**config.mk**
```make
export PLATFORM = sky130hd
export DESIGN_NAME = fixed_capacity_shift_list
export DESIGN_NICKNAME = d
export VERILOG_FILES = /design/src/rtl/fcsl_pkg.sv /design/src/rtl/fcsl_cell.sv /design/src/rtl/fixed_capacity_shift_list.sv
export SDC_FILE = /design/constraint.sdc
export NUM_CORES = 2
export LEC_CHECK = 0
export ABC_AREA = 1
export BUFFER_PORTS_ARGS = -buffer_cell sky130_fd_sc_hd__buf_2
export CAP_MARGIN = 25
export CORE_MARGIN = 5
export CORE_UTILIZATION = 35
export CTS_BUF_LIST = sky130_fd_sc_hd__clkbuf_4 sky130_fd_sc_hd__clkbuf_8
export CTS_CLUSTER_SIZE = 28
export DETAILED_ROUTE_END_ITERATION = 6
export HOLD_SLACK_MARGIN = 0.02
export PLACE_DENSITY = 0.56
export SETUP_SLACK_MARGIN = 0.2
export SLEW_MARGIN = 10
export SYNTH_ARGS = -nofsm -noshare
export SYNTH_HDL_FRONTEND = slang
export SYNTH_SLANG_ARGS = --single-unit
```
**constraint.sdc**
```tcl
create_clock -name clk -period 3.6 [get_ports clk]
set_clock_uncertainty 0.05 [all_clocks]
set_input_delay 0.36 -clock clk [delete_from_list [all_inputs] [get_ports clk]]
set_output_delay 0.36 -clock clk [all_outputs]
set_load 0.05 [all_outputs]
```
**src/rtl/fcsl_pkg.sv**
```systemverilog
// Package for the fixed-capacity shift list: sizes, operation codes,
// cell modes and the command and response word types. No dependencies.
package fcsl_pkg;

  localparam int CAPACITY   = 16;
  localparam int WORD_WIDTH = 32;
  localparam int KIND_W     = 3;
  localparam int INDEX_W    = 8;
  localparam int CNT_W      = 5;
  localparam int IDX_W      = (CAPACITY > 1) ? $clog2(CAPACITY) : 1;

  typedef enum logic [KIND_W-1:0] {
    KIND_PUSH   = 3'd0,
    KIND_INSERT = 3'd1,
    KIND_POP    = 3'd2,
    KIND_REMOVE = 3'd3,
    KIND_GET    = 3'd4
  } kind_t;

  typedef enum logic [1:0] {
    CELL_HOLD,
    CELL_LOAD,
    CELL_TAKE_LOWER,
    CELL_TAKE_UPPER
  } cell_mode_t;

  typedef struct packed {
    logic [KIND_W-1:0]     kind;
    logic [INDEX_W-1:0]    index;
    logic [WORD_WIDTH-1:0] value;
  } cmd_t;

  typedef struct packed {
    logic                  ok;
    logic [WORD_WIDTH-1:0] read_value;
    logic [CNT_W-1:0]      count;
    logic                  full_res;
    logic                  empty_res;
  } rsp_t;

endpackage

```
**src/rtl/fcsl_cell.sv**
```systemverilog
// One slot of the shift list: holds a word and can load a new word or take
// the word of either neighbor. Depends on fcsl_pkg.
module fcsl_cell (
  input  logic                          clk,
  input  logic                          rst,
  input  fcsl_pkg::cell_mode_t          mode,
  input  logic [fcsl_pkg::WORD_WIDTH-1:0] value,
  input  logic [fcsl_pkg::WORD_WIDTH-1:0] lower,
  input  logic [fcsl_pkg::WORD_WIDTH-1:0] upper,
  output logic [fcsl_pkg::WORD_WIDTH-1:0] word
);

  logic [fcsl_pkg::WORD_WIDTH-1:0] word_next;

  always_comb begin
    case (mode)
      fcsl_pkg::CELL_LOAD:       word_next = value;
      fcsl_pkg::CELL_TAKE_LOWER: word_next = lower;
      fcsl_pkg::CELL_TAKE_UPPER: word_next = upper;
      default:                   word_next = word;
    endcase
  end

  always_ff @(posedge clk) begin
    if (rst) begin
      word <= '0;
    end else begin
      word <= word_next;
    end
  end

endmodule

```
**src/rtl/fixed_capacity_shift_list.sv**
```systemverilog
// Fixed-capacity shift list: a row of fcsl_cell slots plus the command decode.
// Depends on fcsl_pkg and fcsl_cell.
//
// Takes one command word in every cycle (busy is always low) and returns its
// response word in the next cycle, marked by done. All slots update together,
// each taking its neighbor's word for insert or remove, so the rate is one
// command per clock. Done marks each response word for one cycle only; the
// receiver must take it then.
module fixed_capacity_shift_list (
  input  logic            clk,
  input  logic            rst,
  input  logic            start,
  output logic            busy,
  input  fcsl_pkg::cmd_t  cmd,
  output logic            done,
  output fcsl_pkg::rsp_t  rsp
);

  localparam int CAP = fcsl_pkg::CAPACITY;
  localparam int WW  = fcsl_pkg::WORD_WIDTH;
  localparam int CW  = fcsl_pkg::CNT_W;
  localparam int IW  = fcsl_pkg::INDEX_W;

  logic                 accept;
  logic [CW-1:0]        count, count_next;
  logic [IW-1:0]        cnt_wide;
  logic                 idx_in_range;
  logic                 push_ok, insert_ok, pop_ok, remove_ok, get_ok;
  logic                 ok_next;
  logic [WW-1:0]        read_next;
  logic [WW-1:0]        words [CAP];
  fcsl_pkg::cell_mode_t modes [CAP];
  fcsl_pkg::rsp_t       rsp_next;

  assign busy   = 1'b0;
  assign accept = start & ~busy;

  assign cnt_wide     = IW'(count);
  assign idx_in_range = cmd.index < IW'(CAP);
  assign push_ok      = (cmd.kind == fcsl_pkg::KIND_PUSH) && (count < CW'(CAP));
  assign insert_ok    = (cmd.kind == fcsl_pkg::KIND_INSERT) && (count < CW'(CAP)) &&
                        idx_in_range && (cmd.index <= cnt_wide);
  assign pop_ok       = (cmd.kind == fcsl_pkg::KIND_POP) && (count != '0);
  assign remove_ok    = (cmd.kind == fcsl_pkg::KIND_REMOVE) && idx_in_range &&
                        (cmd.index < cnt_wide);
  assign get_ok       = (cmd.kind == fcsl_pkg::KIND_GET) && idx_in_range;

  assign ok_next   = push_ok | insert_ok | pop_ok | remove_ok | get_ok;
  assign read_next = get_ok ? words[cmd.index[fcsl_pkg::IDX_W-1:0]] : '0;

  always_comb begin
    count_next = count;
    if (push_ok || insert_ok) begin
      count_next = count + CW'(1);
    end else if (pop_ok || remove_ok) begin
      count_next = count - CW'(1);
    end
  end

  for (genvar i = 0; i < CAP; i++) begin : g_cell
    logic [WW-1:0] lower;
    logic [WW-1:0] upper;

    if (i == 0) begin : g_bottom
      assign lower = '0;
    end else begin : g_lower
      assign lower = words[i-1];
    end

    if (i == CAP - 1) begin : g_top
      assign upper = words[i];
    end else begin : g_upper
      assign upper = words[i+1];
    end

    always_comb begin
      modes[i] = fcsl_pkg::CELL_HOLD;
      if (accept) begin
        if (push_ok && (count == CW'(i))) begin
          modes[i] = fcsl_pkg::CELL_LOAD;
        end else if (insert_ok && (cmd.index == IW'(i))) begin
          modes[i] = fcsl_pkg::CELL_LOAD;
        end else if (insert_ok && (cmd.index < IW'(i))) begin
          modes[i] = fcsl_pkg::CELL_TAKE_LOWER;
        end else if (remove_ok && (cmd.index <= IW'(i)) && (i < CAP - 1)) begin
          modes[i] = fcsl_pkg::CELL_TAKE_UPPER;
        end
      end
    end

    fcsl_cell u_cell (
      .clk   (clk),
      .rst   (rst),
      .mode  (modes[i]),
      .value (cmd.value),
      .lower (lower),
      .upper (upper),
      .word  (words[i])
    );
  end

  always_comb begin
    rsp_next.ok         = ok_next;
    rsp_next.read_value = read_next;
    rsp_next.count      = count_next;
    rsp_next.full_res   = count_next == CW'(CAP);
    rsp_next.empty_res  = count_next == '0;
  end

  always_ff @(posedge clk) begin
    if (rst) begin
      count <= '0;
      done  <= 1'b0;
    end else begin
      done <= accept;
      if (accept) begin
        count <= count_next;
      end
    end
  end

  always_ff @(posedge clk) begin
    if (accept) begin
      rsp <= rsp_next;
    end
  end

endmodule

```
Word level (Yosys, flattened, before mapping)
Cells that the tools add are included.
Widths: inputs -> output; s select.
- register bits after elaboration: 558
- input bits: 46
- word-level logic and storage cells: 342
- add/sub/neg operators: 2
- magnitude comparators: 36
- eq/ne operators: 82
- multiplexer cells: 100
- bitwise operators: 5
- reduce and logical (&&, ||, !) cells: 94
- operators by type and width (cell ; number):
    $pmux 32 s3 ; 15
    $mux 2 ; 79
    $bmux 32 s4 ; 1
    $logic_and 1x1->1 ; 71
    $eq 8x4->1 const B ; 8
    $lt 8x4->1 const B ; 8
    $mux 32 ; 2
    $pmux 32 s2 ; 1
    $eq 2x2->1 const B ; 31
    $le 8x4->1 const B ; 7
    $reduce_bool 3->1 ; 15
    $eq 5x4->1 const B ; 8
    $eq 2x1->1 const B ; 16
    $eq 8x3->1 const B ; 4
    $le 8x3->1 const B ; 4
    $lt 8x3->1 const B ; 4
    $eq 5x3->1 const B ; 4
    $eq 8x2->1 const B ; 2
    $le 8x1->1 const B ; 2
    $le 8x2->1 const B ; 2
    $lt 8x1->1 const B ; 2
    $lt 8x2->1 const B ; 2
    $eq 5x2->1 const B ; 2
    $logic_not 5->1 ; 2
    other kinds (21) ; 27

Depth between registers and ports, before layout
- word-level depth: 11
- gate-level depth with buffers: 24
- gate-level depth less buffers: 18

By module
Synthesis repeated with hierarchy kept, for this count alone.
- cell total of the unflattened synthesis: 6288
- area, all modules: 37875.1 um^2
- by module, submodules not included (module ; instances ; cells an instance ; area an instance (um^2)):
    fcsl_cell ; 16 ; 315 ; 1913.1
    fixed_capacity_shift_list ; 1 ; 1248 ; 7265.7

Worst setup path after synthesis
Ideal clock, no wire load.
- path type: input-to-reg
- start: input cmd[32] in the netlist's numbering
- end: register g_cell[15].u_cell.word[10] in the netlist's numbering
- setup time: 0.115 ns
- arrival time: 3.151 ns
- data required time: 3.435 ns
- path slack: 0.284 ns
- stages on the path: 23
- path buffers: 6
- cells stage by stage: inv_1 -> clkbuf_1 -> buf_1 -> ha_1 -> inv_1 -> nand2_1 -> nand2_1 -> nand2_1 -> nand2_1 -> nand2_1 -> nand2_1 -> nand2_1 -> buf_6 -> buf_6 -> nand2_1 -> o21ai_0 -> nand2_1 -> ha_1 -> clkbuf_1 -> buf_1 -> a21oi_1 -> o21ai_0 -> inv_1
- longest elaborated chain between the ends: 10
- elaborated cells on any way between the ends: 16
- RTL lines (element ; line ; text):
    start, declared ; fixed_capacity_shift_list.sv:14 ; input fcsl_pkg::cmd_t cmd,
    $lt 8x5->1 ; fixed_capacity_shift_list.sv:39 ; assign idx_in_range = cmd.index < IW'(CAP);
    $logic_and 1x1->1 ; fixed_capacity_shift_list.sv:41 ; assign insert_ok = (cmd.kind == fcsl_pkg::KIND_INSERT) && (count < CW'(CAP)) &&
    $logic_and 1x1->1 ; fixed_capacity_shift_list.sv:42 ; idx_in_range && (cmd.index <= cnt_wide);
    $logic_and 1x1->1 ; fixed_capacity_shift_list.sv:83 ; end else if (insert_ok && (cmd.index < IW'(i))) begin
    $mux 2 ; fixed_capacity_shift_list.sv:83 ;
    $mux 2 (*) ; fixed_capacity_shift_list.sv:81 ; end else if (insert_ok && (cmd.index == IW'(i))) begin
    $mux 2 (*) ; fixed_capacity_shift_list.sv:79 ; if (push_ok && (count == CW'(i))) begin
    $mux 2 (*) ; fixed_capacity_shift_list.sv:78 ; if (accept) begin
    $eq 2x2->1 / $eq 2x1->1 (equally long branches) ; fcsl_cell.sv:16 ; case (mode)
    $pmux 32 s2 / $reduce_bool 2->1 (equally long branches) ; - ;
    end signal, assigned ; fcsl_cell.sv:28 ; word <= word_next;
    end, declared ; fcsl_cell.sv:10 ; output logic [fcsl_pkg::WORD_WIDTH-1:0] word
Mark *: on every way between the ends. The rest lies on a longest branch, timed or not.
A chain may end at the register's enable or synchronous reset.

Final worst setup path
- start: register count[3]
- end: register g_cell[3].u_cell.word[28] in the netlist's numbering
- longest elaborated chain between the ends: 11
- elaborated cells on any way between the ends: 23
- RTL lines (element ; line ; text):
    start, declared ; fixed_capacity_shift_list.sv:25 ; logic [CW-1:0] count, count_next;
    start signal, assigned ; fixed_capacity_shift_list.sv:117 ; count <= count_next;
    parallel branches: the longest is 7 deep, another holds $lt 8x5->1 ; - ;
    $mux 2 (*) ; fixed_capacity_shift_list.sv:79 ;
    $mux 2 (*) ; fixed_capacity_shift_list.sv:78 ;
    $eq 2x2->1 / $eq 2x1->1 (equally long branches) ; fcsl_cell.sv:16 ;
    $pmux 32 s3 / $reduce_bool 3->1 (equally long branches) ; - ;
    end signal, assigned ; fcsl_cell.sv:28 ;
    end, declared ; fcsl_cell.sv:10 ;
Every way passes the cells marked *.

==> flow_summary.yaml <==
worst_setup_path:
  r2r_slack_ns: 0.41
  r2r-end: "g_cell[3].u_cell.word[28]"
  rr_worst_depth: 18
  path_buf_inv: 5
  crit_fanout: 28
  crit_start: "count[3]"
  timing.rr.start: "count[3]"
  cp.arrival_ns: 3.80
  critPathMaxStageDelay_ns: 0.42
  cp_num_cells: 18
  critical_path_required_ns: 4.21
  cp_cell_sequence: "inv_1, ha_1, nand2_1, inv_1, nand2_1, nand2_1, nand2_1, nand2_1, nand2_1, buf_4, nand3_1, nand2_2, nand2_2, inv_1, buf_4, a21oi_1, nor2_1, nor2_1"
  endpoint_kind: "flip-flop"
  crit_family: "simple AND/OR/NAND/NOR gates"
  start_kind: "flip-flop"
  crit_type: "flip-flop to flip-flop"
  endpoint: "g_cell[3].u_cell.word[28]"
  slowest_stage: "dfxtp_1"
  cp_common_cell: "nand2_1"
timing:
  min_period_ns: 3.19
  worst_slew_pin_slew_ns: 1.02
  rsz0062_at_grt: "no"
  timing.final.crit_share_pct: 88.5
  setup_tns_ns: 0
  setup_violations: 0
  hold_viol_final: 0
  slew_viol_final: 0
  relSlewSlack_pct: 32.2
  fmax_ghz: 0.314
  holdWs_ns: 0.0960
drt:
  firstDrtPassIters: 6
  drc_errors: 0
  drt_iter0_drc: 4479
  detail-route-antenna-nets: 0
  dr_total_vias: 44100
  post_drt_wl_per_cell_um: 20.3
  routed_wl_um: 161000
  drt-vias-per-instance: 5.56
grt:
  grt_max_degree: 158
  grt_usage_pct: 26.3
  grt_first_pass_wirelength_um: 245000
  antenna_found_initial: 7
  first_global_vias: 40900
  overflow: 0
cts:
  clockBufferDepth: 3
  clk_pin_slew_worst_paths_ns: 0.06
  root_buffer: "clkbuf_8"
  cts_tree: "built"
  cts_setup_buffers: 0
  cts_max_level: 3
  clk-insertion-delay-late_ns: 0.77
  cts_buffers: 111
  cts_sinks: 558
synth:
  yosysTopAreaCellShare_pct: 26.7
  ys.flop_type: "dfxtp_1"
  yosysTopAreaCell: "dfxtp_1"
  yosys-top-cells-area: "dfxtp_1 27%, nand2_1 14%, inv_1 10%, nand3_1 9.7%, o21ai_0 9.6%"
  ys_ff_latch: 558
  ys_seq_area_share_pct: 29.8
  synth_common_cells: "1,495 x nand2_1, 1,082 x inv_1, 752 x nand3_1"
  synth_most_common_cell: "nand2_1"
  synth_edf_count: 40
  yosysWarningCount: 0
  syn_area_sq_mm: 0.0388
  yosys.cell_types.count: 37
  syn_inst: 6514
  synth_nets: 6572
  syn_area_per_cell_sq_um: 5.96
  async_flop_share_pct: 0
floorplan:
  io_pins: 88
  rows: 122
  start_util_pct: 35.2
  die_area_sq_mm: 0.118
  die_y_um: 343
  core_area_sq_mm: 0.110
  die_w_um: 343
power:
  total_power_mw: 14.6
  p_per_area_mw_per_mm2: 338
  leakagePower_nw: 23.1
  ir_worst_vdd_v: 0.000263
run_status:
  outcome: "complete, no violations"
hold_path:
  hold_path.class: "input pin to flip-flop"
finish:
  nFillCells: 12000
  drive_gt1_share_pct: 8.16
  syn_to_final_growth_pct: 11.1
  final_cells: 7924
  final_area_sq_mm: 0.0431
  final_nets: 6405
flow_run:
  cap_violations: 0
place:
  placed_cells: 7690
  gp_congestion: 0.896
  port-buffer-count: 86
  detailed_place.area_sq_mm: 0.0405
  dp_hpwl_um: 106000
## flip-flops by register name (all words and copies together) (netlist names)
name                flops
rsp                    40
done                    1
count                   5
g_cell.u_cell.word    512
## metal layers
metal,track usage [%],share of wire [%],vias up
li1,-,-,20900
met1,33.7,41,20800
met2,42.8,45,1929
met3,3.98,7.6,402
met4,13.9,5.6,4
met5,0,0.017,-
## per-stage QoR
step	setup slack, ns	util [%]
floorplan	0.284	-
global route	0.219	39.1
global placement	0.445	36.7
detailed placement	0.393	36.7
CTS	0.392	39.1
finish	0.412	39.1
## report_power, final
part           leakage [nW]  total, mW  switching (mW)  internal (mW)
clock network          1.21       6.89            3.18           3.72
registers              4.59       6.33          0.0302           6.30
logic                  17.3       1.34            1.02          0.317
## worst reg2reg max path, cell delays in order, from the launching register on
cell     delay [ns]
dfxtp_1        0.42
inv_1          0.14
ha_1           0.31
nand2_1        0.09
inv_1          0.04
nand2_1        0.05
nand2_1        0.04
nand2_1        0.09
nand2_1        0.06
nand2_1        0.07
buf_4          0.30
nand3_1        0.15
nand2_2        0.13
nand2_2        0.22
inv_1          0.17
buf_4          0.40
a21oi_1        0.20
nor2_1         0.13
nor2_1         0.05
## worst min path at each step
stage | slack (ns) | cells past startpoint | end | startpoint
floorplan | 0.42 | 0 | rsp[0] | start
global placement | 0.47 | 2 | g_cell[0].u_cell.word[11] | g_cell[0].u_cell.word[11]
detailed placement | 0.48 | 2 | g_cell[0].u_cell.word[24] | g_cell[0].u_cell.word[24]
CTS | 0.06 | 3 | rsp[39] | cmd[42]
global route | 0.09 | 3 | rsp[39] | cmd[42]
finish | 0.1 | 3 | rsp[39] | cmd[42]
## final cells by class
class                           count  area (sq um)  share of cell area (%)
Tap cell                         1488          1860                    4.32
Clock buffer                      159          2010                    4.65
Sequential cell                   558         11600                    26.8
Clock inverter                     41           264                   0.612
Antenna cell                        2          5.00                  0.0116
Multi-Input combinational cell   4271         20800                    48.2
Timing Repair Buffer              286          2430                    5.63
Inverter                         1119          4220                    9.78
## timing repair
action	4_1_cts	5_1_grt
endpoints found under the setup margin	0	26
resized for setup	0	3
hold buffers	32	0
hold endpoints to repair	41	0
## cell families (layout without fill, tap and decap cells)
family	count (synthesis)	after routing	synth area share, %
buffers and inverters	1685	1605	17.0
other	1	3	0.00966
and+or+nand+nor	3004	3004	35.3
DFF	558	558	29.8
AOI/OAI and AO/OA	1251	1251	17.4
adders and majority gates	12	12	0.387
xor gates and xnor gates	3	3	0.0677
## cell usage in the layout, fill, tap and decap left out, types with 3 or more instances in the layout
cell,Yosys,layout
nand4_1,391,391
a41oi_1,32,32
o21ai_1,29,29
nor2_1,230,229
edfxtp_1,40,40
xor2_1,3,3
a31oi_1,3,3
clkbuf_8,0,131
ha_1,12,11
nand3_2,13,15
buf_4,19,135
o221ai_1,63,63
dlygate4sd3_1,0,32
clkinv_2,1,20
nor2_2,6,4
nand3_1,752,750
buf_12,0,31
inv_1,1082,1079
clkinv_1,28,42
dfxtp_1,518,518
buf_2,119,84
nand3b_1,63,63
nor3_1,17,17
o211ai_1,53,53
nor2_4,2,5
nand2_4,3,11
clkbuf_4,0,29
a21oi_1,321,321
inv_2,8,8
clkinvlp_4,0,3
nand2_1,1495,1485
nand2_2,28,29
o21ai_0,746,746
(Power assumes the default switching activity.)
